[src/hw/rtl/dtfd_pkg.sv]
package dtfd_pkg;

  // Field widths
  localparam int ByteWidth  = 8;
  localparam int ValueWidth = 13;
  localparam int CountWidth = 10;

  // Payload limit before a frame is dropped
  localparam int MaxPayloadDefault = 512;

  // Digit offset
  localparam logic [ValueWidth-1:0] DigitZero = ValueWidth'(8'h30);

  // Closing event from the tracker to the value unit
  typedef struct packed {
    logic                 fire;
    logic                 ok;
    logic [ByteWidth-1:0] first_byte;
    logic [ByteWidth-1:0] second_byte;
  } close_t;

endpackage

[src/hw/rtl/dtfd_tracker.sv]
module dtfd_tracker #(
  parameter int MAX_PAYLOAD = dtfd_pkg::MaxPayloadDefault
) (
  input  logic                          clk,
  input  logic                          rst,
  input  logic                          accept,
  input  logic [dtfd_pkg::ByteWidth-1:0] rx_byte,
  output dtfd_pkg::close_t              close
);

  localparam logic HUNT  = 1'b0;
  localparam logic FRAME = 1'b1;

  localparam logic [2:0] HeadLen = 3'd5;
  localparam logic [1:0] TailLen = 2'd3;

  localparam logic [dtfd_pkg::CountWidth-1:0] OkCount  = dtfd_pkg::CountWidth'(4);
  localparam logic [dtfd_pkg::CountWidth-1:0] MaxCount =
    dtfd_pkg::CountWidth'(MAX_PAYLOAD);

  // Expected characters of the head and tail
  function automatic logic [7:0] head_char(input logic [2:0] idx);
    logic [7:0] c;
    case (idx)
      3'd0:    c = 8'h73; // s
      3'd1:    c = 8'h74; // t
      3'd2:    c = 8'h61; // a
      3'd3:    c = 8'h72; // r
      3'd4:    c = 8'h74; // t
      default: c = 8'h00;
    endcase
    return c;
  endfunction

  function automatic logic [7:0] tail_char(input logic [1:0] idx);
    logic [7:0] c;
    case (idx)
      2'd0:    c = 8'h65; // e
      2'd1:    c = 8'h6e; // n
      2'd2:    c = 8'h64; // d
      default: c = 8'h00;
    endcase
    return c;
  endfunction

  logic                              state, state_next;
  logic [2:0]                        head_progress, head_progress_next;
  logic [1:0]                        tail_progress, tail_progress_next;
  logic [dtfd_pkg::CountWidth-1:0]   payload_count, payload_count_next;
  logic [dtfd_pkg::ByteWidth-1:0]    first_byte, first_byte_next;
  logic [dtfd_pkg::ByteWidth-1:0]    second_byte, second_byte_next;
  logic [dtfd_pkg::CountWidth-1:0]   count_inc;

  // Next state for one received byte
  always_comb begin
    state_next         = state;
    head_progress_next = head_progress;
    tail_progress_next = tail_progress;
    payload_count_next = payload_count;
    first_byte_next    = first_byte;
    second_byte_next   = second_byte;
    count_inc          = payload_count + 1'b1;
    close.fire         = 1'b0;
    close.ok           = (payload_count == OkCount);
    close.first_byte   = first_byte;
    close.second_byte  = second_byte;

    if (state == HUNT) begin
      if (rx_byte == head_char(head_progress)) begin
        head_progress_next = head_progress + 1'b1;
      end else begin
        head_progress_next = (rx_byte == head_char(3'd0)) ? 3'd1 : 3'd0;
      end
      if (head_progress_next == HeadLen) begin
        state_next         = FRAME;
        head_progress_next = '0;
        tail_progress_next = '0;
        payload_count_next = '0;
      end
    end else begin
      // keep the first two payload bytes
      if (payload_count == '0) begin
        first_byte_next = rx_byte;
      end
      if (payload_count == dtfd_pkg::CountWidth'(1)) begin
        second_byte_next = rx_byte;
      end

      if (rx_byte == tail_char(tail_progress)) begin
        tail_progress_next = tail_progress + 1'b1;
      end else begin
        tail_progress_next = (rx_byte == tail_char(2'd0)) ? 2'd1 : 2'd0;
      end

      if (tail_progress_next == TailLen) begin
        close.fire         = 1'b1;
        state_next         = HUNT;
        head_progress_next = '0;
        tail_progress_next = '0;
        payload_count_next = '0;
      end else if (count_inc >= MaxCount) begin
        // overflow: drop the frame
        state_next         = HUNT;
        head_progress_next = '0;
        tail_progress_next = '0;
        payload_count_next = '0;
      end else begin
        payload_count_next = count_inc;
      end
    end
  end

  // Control state
  always_ff @(posedge clk) begin
    if (rst) begin
      state         <= HUNT;
      head_progress <= '0;
      tail_progress <= '0;
      payload_count <= '0;
    end else if (accept) begin
      state         <= state_next;
      head_progress <= head_progress_next;
      tail_progress <= tail_progress_next;
      payload_count <= payload_count_next;
    end
  end

  // Captured payload bytes
  always_ff @(posedge clk) begin
    if (accept) begin
      first_byte  <= first_byte_next;
      second_byte <= second_byte_next;
    end
  end

endmodule

[src/hw/rtl/dtfd_value.sv]
module dtfd_value (
  input  dtfd_pkg::close_t                       close,
  output logic signed [dtfd_pkg::ValueWidth-1:0] value
);

  logic [dtfd_pkg::ValueWidth-1:0] tens;
  logic [dtfd_pkg::ValueWidth-1:0] units;
  logic [dtfd_pkg::ValueWidth-1:0] sum;

  // (b0 - '0') * 10 + (b1 - '0'), wrapping, no digit check
  always_comb begin
    tens  = dtfd_pkg::ValueWidth'(close.first_byte) - dtfd_pkg::DigitZero;
    units = dtfd_pkg::ValueWidth'(close.second_byte) - dtfd_pkg::DigitZero;
    sum   = (tens << 3) + (tens << 1) + units;
    value = close.ok ? $signed(sum) : '1;
  end

endmodule

[src/hw/rtl/delimited_two_digit_frame_decoder.sv]
// Channel  | Signals                                  | Direction
// rx       | rx_valid, rx_ready, rx_byte              | in
// frame    | frame_valid, frame_ready, frame_ok,      | out
//          | frame_value                              |
//
// One byte is taken per cycle while rx_ready is high; a closing 'd' shows its result in the next cycle.
// The matcher and value arithmetic sit between the state and the result register.
// rx_ready drops only while a held result waits and frame_ready is low.
// Reset (rst, synchronous) returns to hunting for the head and empties the output.
module delimited_two_digit_frame_decoder #(
  parameter int MAX_PAYLOAD = dtfd_pkg::MaxPayloadDefault
) (
  input  logic                                   clk,
  input  logic                                   rst,
  input  logic                                   rx_valid,
  output logic                                   rx_ready,
  input  logic [dtfd_pkg::ByteWidth-1:0]         rx_byte,
  output logic                                   frame_valid,
  input  logic                                   frame_ready,
  output logic                                   frame_ok,
  output logic signed [dtfd_pkg::ValueWidth-1:0] frame_value
);

  dtfd_pkg::close_t                       close;
  logic signed [dtfd_pkg::ValueWidth-1:0] value;
  logic                                   accept;

  // Request taken when the result slot is free or draining
  assign rx_ready = !frame_valid || frame_ready;
  assign accept   = rx_valid && rx_ready;

  dtfd_tracker #(
    .MAX_PAYLOAD(MAX_PAYLOAD)
  ) u_tracker (
    .clk     (clk),
    .rst     (rst),
    .accept  (accept),
    .rx_byte (rx_byte),
    .close   (close)
  );

  dtfd_value u_value (
    .close (close),
    .value (value)
  );

  // Result register
  always_ff @(posedge clk) begin
    if (rst) begin
      frame_valid <= 1'b0;
    end else if (accept && close.fire) begin
      frame_valid <= 1'b1;
    end else if (frame_ready) begin
      frame_valid <= 1'b0;
    end
  end

  always_ff @(posedge clk) begin
    if (accept && close.fire) begin
      frame_ok    <= close.ok;
      frame_value <= value;
    end
  end

endmodule

[config.mk]
export PLATFORM = sky130hd
export DESIGN_NAME = delimited_two_digit_frame_decoder
export DESIGN_NICKNAME = d
export VERILOG_FILES = /design/src/hw/rtl/dtfd_pkg.sv /design/src/hw/rtl/dtfd_tracker.sv /design/src/hw/rtl/dtfd_value.sv /design/src/hw/rtl/delimited_two_digit_frame_decoder.sv
export SDC_FILE = /design/constraint.sdc
export NUM_CORES = 1
export LEC_CHECK = 0
export ABC_AREA = 1
export ABC_CLOCK_PERIOD_IN_PS = 6600
export BUFFER_PORTS_ARGS = -buffer_cell sky130_fd_sc_hd__buf_4
export CAP_MARGIN = 20
export CELL_PAD_IN_SITES_DETAIL_PLACEMENT = 1
export CELL_PAD_IN_SITES_GLOBAL_PLACEMENT = 1
export CORE_ASPECT_RATIO = 1.1
export CORE_MARGIN = 2
export CORE_UTILIZATION = 49
export CTS_BUF_LIST = sky130_fd_sc_hd__clkbuf_16
export CTS_CLUSTER_DIAMETER = 30
export DETAILED_ROUTE_END_ITERATION = 10
export GPL_TIMING_DRIVEN = 0
export PLACE_DENSITY_LB_ADDON = 0.12
export SETUP_SLACK_MARGIN = 0.05
export SKIP_CTS_REPAIR_TIMING = 1
export SYNTH_ARGS = -nofsm -noshare
export SYNTH_HDL_FRONTEND = slang
export SYNTH_SLANG_ARGS = --single-unit
[constraint.sdc]
create_clock -name clk -period 6.6 [get_ports clk]
set_clock_uncertainty 0.2 [all_clocks]
set_input_delay 0.33 -clock clk [delete_from_list [all_inputs] [get_ports clk]]
set_output_delay 0.33 -clock clk [all_outputs]
set_load 0.005 [all_outputs]
==> key figures <==
Finish
  • Most common cell after layout, fill and taps aside: nand2_1
  • Commonest non-fill, non-tap cells in the layout: nand2_1 (86), inv_1 (60), nand3_1 (44), nor2_1 (38), edfxtp_1 (30)
  • Reg area: 1240 µm²
  • Area of the multi-input gates: approximately 1700 µm²
  • Layout cell share with drive strength beyond 1: 0.142
  • Design Area, Final: 3750 µm²
  • Ant diodes: 0
  • Area grow syn2layout: 15.1%
  • Nets: ~480
  • # fillers: 823

Setup path
  • Buffers & Inverters on Critical Path: 3
  • WS Path Type: register to register
  • CP most frequent cell: inv_1
  • Worst Setup SP: u_tracker.second_byte[4]$_DFFE_PP_
  • Cell family with most CP delay: simple AND/OR/NAND/NOR gates
  • Worst Path Required: 6.44 ns
  • Critical Path, Cell by Cell: ha_1 -> nor3_1 -> inv_1 -> fa_1 -> inv_1 -> ha_1 -> inv_1 -> nor3_1 -> nand3_1 -> nand4_1 -> nand3_1
  • Reg2reg start: u_tracker.second_byte[4]$_DFFE_PP_
  • Slowest Stage Delay on Critical Path: roughly 0.56 ns
  • Critical-path top delay cell: fa_1
  • Worst Setup Start Kind: register
  • CP Max Fanout: 4
  • WP data arrival: 3.43 ns
  • Reg2Reg Depth: 11
  • Reg-to-reg critical path endpoint: frame_value[11]$_SDFFCE_PN1P_
  • CP endpoint kind: register
  • Flop-to-flop setup slack: 3.01 ns

Clock tree
  • Max clock buf depth: 2
  • H-tree Lvls: 2
  • CTS tree: done
  • CTS Sinks: 47
  • Worst-Skew Late Latency: 0.29 ns
  • Root Buffer Master: clkbuf_16
  • Clk pin slew, worst setup/hold paths: 0.07 ns
  • CTS buffer count: 5

Global route
  • Global Route met3 Usage: 0.0283
  • Most crowded layer after global routing: met2
  • Largest net degree at the start of global routing: 17
  • Grt met2 use: 0.500
  • Number of global-route vias before repair: approximately 2900
  • Antenna violations before repair: 0
  • First-pass GRT wire length: roughly 13000 µm
  • Met1 GRT Util: 0.238
  • GRT Util Overall: 0.239
  • GRT overflow: 0

STA
  • Final Hold Fails: 0
  • Fmax: 279 MHz
  • Final setup viols: 0
  • Worst slew pin tran: slightly below 1 ns
  • Max transition margin: 0.338
  • RSZ-0062 raised after global routing: no
  • Final Slew Violations: 0
  • Min cycle time layout: 3.59 ns
  • Sum Neg Setup Slack: 0 ns
  • Period utilization: 0.544

Power
  • Sw power: 134 µW
  • Internal: 501 µW
  • Worst vdd ir: 0.104 mV
  • PD cells: around 170 nW/µm²
  • Clock power frac: 0.463
  • Switching share of power: 0.212
  • Sequential power share: 0.490
  • Leakage: 1.59 nW
  • Logic gate share of total power: 0.048

Placement
  • Area after DPL: 3570 µm²
  • PortBufs: 27
  • GPL Wtd Cong: 0.839
  • Post-DP HPWL: 6500 µm

Detailed routing
  • DR vias/cell: 5.45
  • DR WL/cell: 15.5 µm
  • Routed WL: 8080 µm
  • Antenna Nets Post-Route: 0
  • DRC errors left: 0
  • Initial DRC count: 54
  • Total iterations of the first detailed-routing run: 4
  • Via count: around 2800

Floorplan
  • # IOs: 28
  • Initial core utilization: 0.500
  • Die ar.: 7310 µm²
  • Die Y: 89.5 µm
  • Core area: ~6500 µm²
  • # rows: 31
  • Die W: 81.7 µm

Yosys
  • Synth Instances: 402
  • FF+latch count, synth: 47
  • Largest cells by area after synthesis: edfxtp_1 (28%), dfxtp_1 (10%), nand2_1 (9.9%)
  • Yosys top cell by area: edfxtp_1
  • Ys Warns: 0
  • Top FF cell, synth: edfxtp_1
  • Post-synth EDFFs: 30
  • Synth top area share: 0.277
  • Register area share after synthesis: 0.381
  • Ys async rst share: 0
  • Distinct cells, synth: 36
  • Syn Nets: 448
  • Mapped Avg Cell Area: 8.10 µm²
  • Post-synthesis cell area: 3260 µm²

Hold path
  • Worst Hold Class: input port to register
  • Hold depth: 2
  • Hold path endpoint: u_tracker.state$_SDFFE_PP0P_
  • Min-delay src: rst

Flow run
  • Max Cap Viol: 0

Outcome
  • Outcome: finished, final reports clean
-- flip-flops by register name, summed over array words and instances, names as in the netlist --
signal,flops
u_tracker.tail_progress,2
frame_value,13
frame_valid,1
u_tracker.head_progress,3
u_tracker.state,1
frame_ok,1
u_tracker.first_byte,8
u_tracker.payload_count,10
u_tracker.second_byte,8
-- cell usage after synthesis, drive strengths merged, types with 2 or more instances --
cell type / number
nor4: 4
ha: 25
or2: 4
xnor2: 2
fa: 9
buf: 6
o21ai: 9
nand2: 90
nor3: 6
nand3: 45
inv: 64
a21o: 2
edfxtp: 30
nor2: 41
nand4: 10
a21oi: 27
dfxtp: 17
xor2: 6
-- worst max-delay path by stage --
| stage | end | cells after the start |
|---|---|---|
| 6_report | frame_value[11]$_SDFFCE_PN1P_ | 11 |
| 5_1_grt | frame_value[12]$_SDFFCE_PN1P_ | 12 |
| 4_1_cts | frame_value[11]$_SDFFCE_PN1P_ | 11 |
| 3_5_place_dp | frame_value[11]$_SDFFCE_PN1P_ | 11 |
| 3_3_place_gp | frame_value[12]$_SDFFCE_PN1P_ | 12 |
| 2_1_floorplan | frame_value[12]$_SDFFCE_PN1P_ | 12 |
-- cells by family after synthesis --
kind of cell | after synthesis | share of synthesized area
AND/OR/NAND/NOR | 201 | 0.284
buffers and inverters | 70 | 0.0884
flip-flops | 47 | 0.381
AO/OA/AOI/OAI | 42 | 0.0738
adder cells (fa/ha/maj) | 34 | 0.151
XOR/XNOR | 8 | 0.0215
-- per-stage QoR --
step | utilization | cells | hold slack (ns) | total power, mW | setup WS, ns
6_report | 0.575 | 520 | 0.0353 | 0.636 | 3.01
5_1_grt | 0.575 | 520 | 0.0439 | 0.652 | 2.74
4_1_cts | 0.575 | 520 | 0.0348 | 0.640 | 3.03
3_5_place_dp | 0.549 | 512 | 0.275 | 0.348 | 3.03
3_3_place_gp | 0.546 | 511 | 0.265 | 0.347 | 3.13
2_1_floorplan | - | 402 | 0.192 | 0.334 | 3.42
-- power by group through the flow --
stage          Combinational, mW  Clock [mW]  Sequential, mW
6_report                  0.0304       0.294           0.311
5_1_grt                   0.0339       0.307           0.311
4_1_cts                   0.0306       0.298           0.311
3_5_place_dp              0.0303           0           0.318
3_3_place_gp              0.0293           0           0.318
2_1_floorplan             0.0161           0           0.318
-- per-layer routing --
| metal | part of all wire | wire (µm) | up-vias |
|---|---|---|---|
| met2 | 0.59 | 4750 | 31 |
| met3 | 0.017 | 140 | 15 |
| li1 | - | - | 1392 |
| met1 | 0.38 | 3040 | 1394 |
| met4 | 0.019 | 150 | 0 |
| met5 | 0 | 0 | - |
-- cell type report --
type,instances,share of cell area
Buffer,6,0.0127
Inverter,64,0.0641
Clock buffer,5,0.0334
Sequential cell,47,0.331
Clock inverter,3,0.0124
Multi-Input combinational cell,285,0.463
Timing Repair Buffer,28,0.0561
Tap cell,82,0.0274
Note: power is estimated with default switching activity, not from simulation.
